**src/hw/rtl/sparse_csr_row_dot_product_core_assert.svh**
```systemverilog
// Assertion macros shared by the sparse row dot-product RTL.
// Expects signals named clk and rst_n in the scope of each use.
`ifndef SPARSE_CSR_ROW_DOT_PRODUCT_CORE_ASSERT_SVH
`define SPARSE_CSR_ROW_DOT_PRODUCT_CORE_ASSERT_SVH
`ifndef SYNTH
`define CSRDP_ASSERT_IMP(lbl, ante, cons, msg) \
  lbl: assert property (@(posedge clk) disable iff (!rst_n) (ante) |-> (cons)) \
    else $error(msg);
`define CSRDP_ASSERT_NXT(lbl, ante, cons, msg) \
  lbl: assert property (@(posedge clk) disable iff (!rst_n) (ante) |=> (cons)) \
    else $error(msg);
`else
`define CSRDP_ASSERT_IMP(lbl, ante, cons, msg)
`define CSRDP_ASSERT_NXT(lbl, ante, cons, msg)
`endif
`endif

```
**src/hw/rtl/csrdp_pkg.sv**
```systemverilog
// Shared types and constants for the sparse row dot-product core.
// No dependencies; used by the interfaces, the MAC unit and the top level.
`default_nettype none
package csrdp_pkg;

  localparam int MAX_ROWS_DEF     = 256;
  localparam int MAX_COLUMNS_DEF  = 256;
  localparam int MAX_NONZEROS_DEF = 1024;

  localparam int DATA_W  = 32;
  localparam int IDX_W   = 10;
  localparam int START_W = 11;
  localparam int COL_W   = 8;
  localparam int FILL_W  = 9;
  localparam int PROD_W  = 2 * DATA_W;
  // A rounded Q16.16 product drops 16 fraction bits of the Q32.32 product.
  localparam int RND_W   = PROD_W - 16;

  typedef enum logic [1:0] {
    CMD_ROW_START = 2'd0,
    CMD_ENTRY     = 2'd1,
    CMD_VECTOR    = 2'd2,
    CMD_QUERY     = 2'd3
  } cmd_t;

  typedef enum logic [2:0] {
    ST_IDLE,
    ST_FETCH,
    ST_WALK,
    ST_DRAIN,
    ST_DONE
  } state_t;

  typedef struct packed {
    logic [COL_W-1:0]         column;
    logic signed [DATA_W-1:0] value;
  } entry_t;

  typedef struct packed {
    logic clear;
    logic valid;
  } mac_ctl_t;

  typedef struct packed {
    logic idle;
    logic saturated;
  } mac_stat_t;

endpackage
`default_nettype wire

```
**src/hw/rtl/csrdp_mac.sv**
```systemverilog
// Multiply, round and accumulate unit: registered 32x32 product, then a wide sum.
// Depends on csrdp_pkg and the assertion macro header.
`default_nettype none
module csrdp_mac
  import csrdp_pkg::*;
#(
  parameter int MAX_NONZEROS = MAX_NONZEROS_DEF
) (
  input  wire logic                     clk,
  input  wire logic                     rst_n,
  input  wire mac_ctl_t                 ctl,
  input  wire logic signed [DATA_W-1:0] a,
  input  wire logic signed [DATA_W-1:0] b,
  output mac_stat_t                     stat,
  output logic signed [DATA_W-1:0]      sum
);
  `include "sparse_csr_row_dot_product_core_assert.svh"

  // Room for MAX_NONZEROS rounded products without overflow.
  localparam int ACC_W = RND_W + $clog2(MAX_NONZEROS + 1) + 1;
  localparam logic signed [ACC_W-1:0] SUM_MAX = ACC_W'(64'sh0000_0000_7FFF_FFFF);
  localparam logic signed [ACC_W-1:0] SUM_MIN = ACC_W'(-64'sh0000_0000_8000_0000);

  logic signed [PROD_W-1:0] prod_r;
  logic                     pv_r, pv_nxt;
  logic signed [ACC_W-1:0]  acc_r, acc_nxt;
  logic signed [PROD_W-1:0] prod_rnd;
  logic signed [RND_W-1:0]  rnd;
  logic                     over_hi, over_lo;

  // Round half towards plus infinity, then floor shift to Q16.16.
  assign prod_rnd = (prod_r + PROD_W'(64'sd32768)) >>> 16;
  assign rnd      = prod_rnd[RND_W-1:0];

  always_comb begin
    pv_nxt  = ctl.valid;
    acc_nxt = acc_r;
    if (ctl.clear) begin
      pv_nxt  = 1'b0;
      acc_nxt = '0;
    end else if (pv_r) begin
      acc_nxt = acc_r + ACC_W'(rnd);
    end
  end

  always_ff @(posedge clk) begin
    if (!rst_n) begin
      pv_r  <= 1'b0;
      acc_r <= '0;
    end else begin
      pv_r  <= pv_nxt;
      acc_r <= acc_nxt;
    end
  end

  always_ff @(posedge clk) begin
    prod_r <= a * b;
  end

  assign over_hi        = acc_r > SUM_MAX;
  assign over_lo        = acc_r < SUM_MIN;
  assign stat.idle      = !pv_r;
  assign stat.saturated = over_hi || over_lo;

  always_comb begin
    if (over_hi) begin
      sum = SUM_MAX[DATA_W-1:0];
    end else if (over_lo) begin
      sum = SUM_MIN[DATA_W-1:0];
    end else begin
      sum = acc_r[DATA_W-1:0];
    end
  end

  `CSRDP_ASSERT_NXT(a_clear_zeroes_acc, ctl.clear, (acc_r == '0) && !pv_r, "accumulator not cleared")
  `CSRDP_ASSERT_IMP(a_no_clear_while_busy, ctl.clear, !pv_r, "clear while a product is in flight")

endmodule
`default_nettype wire
```
**config.mk**
```make
export PLATFORM = sky130hd
export DESIGN_NAME = csrdp_mac
export DESIGN_NICKNAME = d
export VERILOG_FILES = /design/src/hw/rtl/csrdp_pkg.sv /design/src/hw/rtl/csrdp_mac.sv
export VERILOG_INCLUDE_DIRS = /design/src /design/src/hw/rtl
export SDC_FILE = /design/constraint.sdc
export NUM_CORES = 2
export LEC_CHECK = 0
export BUFFER_PORTS_ARGS = -buffer_cell sky130_fd_sc_hd__buf_2
export CORE_UTILIZATION = 35
export CTS_CLUSTER_SIZE = 28
export DETAILED_ROUTE_END_ITERATION = 16
export GPL_TIMING_DRIVEN = 1
export PLACE_DENSITY_LB_ADDON = 0.15
export SKIP_CTS_REPAIR_TIMING = 1
export SLEW_MARGIN = 40
export SYNTH_ARGS = -nofsm -noshare
export SYNTH_HDL_FRONTEND = slang
export SYNTH_SLANG_ARGS = --single-unit
export TNS_END_PERCENT = 30
```
**constraint.sdc**
```tcl
create_clock -name clk -period 12.3 [get_ports clk]
set_input_delay 1.845 -clock clk [delete_from_list [all_inputs] [get_ports clk]]
set_output_delay 1.845 -clock clk [all_outputs]
set_load 0.005 [all_outputs]
```
==> reports/qor_table.md <==
| Step | Metric | This run |
|---|---|---|
| setup path | Critical Path Start Type | input pin |
| setup path | Start point of the critical path | b[6] |
| final layout | Nets | 6,032 |
| logic synthesis | Netlist cell types | 72 |
| setup path | Dominant cell type by count on the critical path | sky130_fd_sc_hd__fa_1 |
| global routing | First-pass GRT wire length | 205 mm |
| global routing | Antenna violations before repair | 18 |
| route | Vias per std cell | 4.85 |
| floorplanning | Number of placement rows | 128 |
| worst hold path | Hold wc startpoint | acc_r[57] |
| sta | Slew HR | 40.8% |
| final layout | Count of filler cells inserted in the layout | 12,551 |
| route | Number of antenna-violating nets in the routed design | 0 |
| setup path | Cell with the largest stage delay on the worst path | sky130_fd_sc_hd__inv_1 |
| setup path | Critical Path Sink Type | flip-flop |
| logic synthesis | Ranking of synthesized cells by instance count | sky130_fd_sc_hd__fa_1, sky130_fd_sc_hd__inv_1, sky130_fd_sc_hd__nand2_1 |
| clock tree | TritonCTS buffer count | 9 |
| clock tree | CTS tree | built |
| worst hold path | Hold Path Cell Cnt | 2 |
| run | Maxcap violations | 0 |
| logic synthesis | Number of synthesized flops with an enable pin | 0 |
| placed design | Final GP Congestion | 0.860 |
| clock tree | Root buffer cell | sky130_fd_sc_hd__clkbuf_16 |
| route | Iteration count of the initial detailed-routing pass | 6 |
| logic synthesis | Synth async-reset ratio | 0% |
| clock tree | TritonCTS Sinks | 110 |
| logic synthesis | Main flop type after synthesis | sky130_fd_sc_hd__dfxtp_1 |
| sta | Accumulated negative setup slack | 0 ns |
| route | DR WL/cell | 20.9 um |
| logic synthesis | Number of instances in the synthesized netlist | 4,720 |
| logic synthesis | Biggest area contributors in the synthesized netlist | sky130_fd_sc_hd__fa_1, sky130_fd_sc_hd__inv_1, sky130_fd_sc_hd__and2_1 |
| logic synthesis | Synthesis-stage register bit count | 110 |
| route | Overall via count from detail_route | 30,449 |
| global routing | Vias in the first global route | 33,434 |
| floorplanning | Standard cell core area | 122,000 um2 |
| floorplanning | Floorplan die area | 124,000 um2 |
| global routing | GRT overflow | 0 |
| outcome | Outcome | finished, final reports clean |
| sta | Setup skew after layout | 0.0259 ns |
| setup path | Cells on worst reg2reg path | 20 |
| placed design | Port-buffer cells | 101 |
| setup path | CP Class | in2reg |
| placed design | DPL Wire Length | 105 mm |
| route | Sum of routed wire length over all layers | 131 mm |
| sta | FMAX | 99.3 MHz |
| clock tree | Clock latency reported for the late side of the worst-skew pair | 0.39 ns |
| logic synthesis | Most frequently used cell type in the post-synthesis netlist | sky130_fd_sc_hd__fa_1 |
| sta | Crit share post-route | 81.9% |
| setup path | Largest fanout on the critical path | 32 |
| floorplanning | Boundary pin count | 102 |
| logic synthesis | Number of warning messages in the yosys log | 0 |
| route | Remaining routing DRC violations | 0 |
| final layout | Share of layout cells above drive strength 1 | 4.05% |
| worst hold path | Hold Path Class | reg2reg |
| floorplanning | Width of the die | 352 um |
| setup path | Data arrival time of the worst path | 10.39 ns |
| clock tree | CTS H-tree lvls | 3 |
| global routing | Global-route usage over all layers | 21.8% |
| sta | Transition time at the pin with the least slew margin | 0.888 ns |
| clock tree | CTS clk-pin slew, worst paths | 0.10 ns |
| global routing | Largest net degree at the start of global routing | 55 |
| floorplanning | Height of the chip | 352 um |
| final layout | Util after Layout | 37.3% |
| sta | Number of hold-slack violations in the final timing report | 0 |
| setup path | Maximum single-stage delay on the critical path | 0.60 ns |
| sta | Period minus WS final | 10.07 ns |
| sta | Final Max Tran Viols | 0 |
| sta | Setup repair after global routing missed its margin | false |
| logic synthesis | Net count after synthesis | 6,110 |
| logic synthesis | Area leader, netlist | sky130_fd_sc_hd__fa_1 |
| logic synthesis | Mean instance size in the synthesized netlist | 9.11 um2 |
| setup path | Reg2Reg Launch Point | prod_r[17] |
| clock tree | Max Buffers Root-to-Sink | 2 |
| final layout | Layout overhead on the synthesized area | 5.67% |
| route | DRT iter0 DRCs | 1,780 |
| setup path | Required @ worst endpoint | 12.62 ns |
| logic synthesis | Portion of the post-synthesis area used by sequential elements | 5.12% |
| sta | Number of setup violations in the final report | 0 |
| logic synthesis | Share of Yosys cell area claimed by the top area cell type | 50.4% |
| floorplanning | Initial cell density of the core | 35.3% |
| logic synthesis | Synth Cell Area | 43,000 um2 |
## critical path: cells and delay by family
| kind | cells | cell delay, ns |
|---|---|---|
| AND/OR/NAND/NOR | 4 | 0.71 |
| adder cells (fa/ha/maj) | 9 | 4.35 |
| AO/OA/AOI/OAI | 6 | 1.27 |
| XOR/XNOR | 1 | 0.15 |
| buffers and inverters | 8 | 1.99 |
## sequential cells by signal, summed over array words and instances (netlist names)
name	cells
acc_r	60
prod_r	49
pv_r	1
## kinds of logic after synthesis
| kind of cell | synth area share [%] |
|---|---|
| adder cells (fa/ha/maj) | 57.4 |
| buffers and inverters | 10.9 |
| AND/OR/NAND/NOR | 16.9 |
| multiplexers | 0.931 |
| AO/OA/AOI/OAI | 5.43 |
| XOR/XNOR | 3.32 |
| flip-flops | 5.12 |
## stage by stage
step / hold slack [ns] / instances / worst slack [ns] / cell area [um2]
after floorplan: 0.469 / 4720 / 2.76 / 43000
after global placement: 0.488 / 6254 / 1.90 / 45000
after detailed placement: 0.500 / 6256 / 1.83 / 45100
after CTS: 0.515 / 6272 / 2.24 / 45400
after global routing: 0.542 / 6274 / 1.76 / 45400
final: 0.511 / 6277 / 2.23 / 45400
## path summary, 6_finish.rpt
path / slack (ns) / endpoint
min: 0.51 / acc_r[57]
max reg2reg: 6.91 / acc_r[59]
max: 2.23 / prod_r[63]
min reg2reg: 0.51 / acc_r[57]
## metal layers
layer	GRT usage (%)	wire length (um)	vias up
met4	4.30	2430	14
met5	0	81	-
met3	5.28	10300	113
met2	34.0	57600	782
li1	-	-	13815
met1	30.7	60600	15725
## layout by cell type (no fill, tap or decap), drive strengths merged, types with 4 or more instances in the layout
master	instances
a211o	4
a211oi	16
a21o	55
a21oi	113
a31o	5
a31oi	14
a41oi	5
and2	497
and3	20
and4	10
buf	145
clkbuf	9
dfxtp	110
diode	5
fa	1082
ha	240
inv	1016
mux2i	40
nand2	656
nand2b	18
nand3	45
nand4	37
nand4b	4
nor2	133
nor2b	11
nor3	22
nor4	9
o211ai	12
o21a	11
o21ai	64
o21bai	22
o22ai	4
o31ai	4
o41ai	4
or3	8
xnor2	113
xor2	49
## layout make-up
class / count / area, um2 / share of cell area (%)
repair buffers: 145 / 925 / 2.04
multi-input cells: 3363 / 36100 / 79.5
flip-flops and latches: 110 / 2200 / 4.85
diodes: 5 / 12.5 / 0.0275
clock inverters: 7 / 101 / 0.223
clock buffers: 9 / 225 / 0.496
well taps: 1625 / 2030 / 4.48
inverters: 1013 / 3800 / 8.37
Power is not shown: default switching activity piles up to over one toggle a cycle in this logic, so the estimate is an artifact.
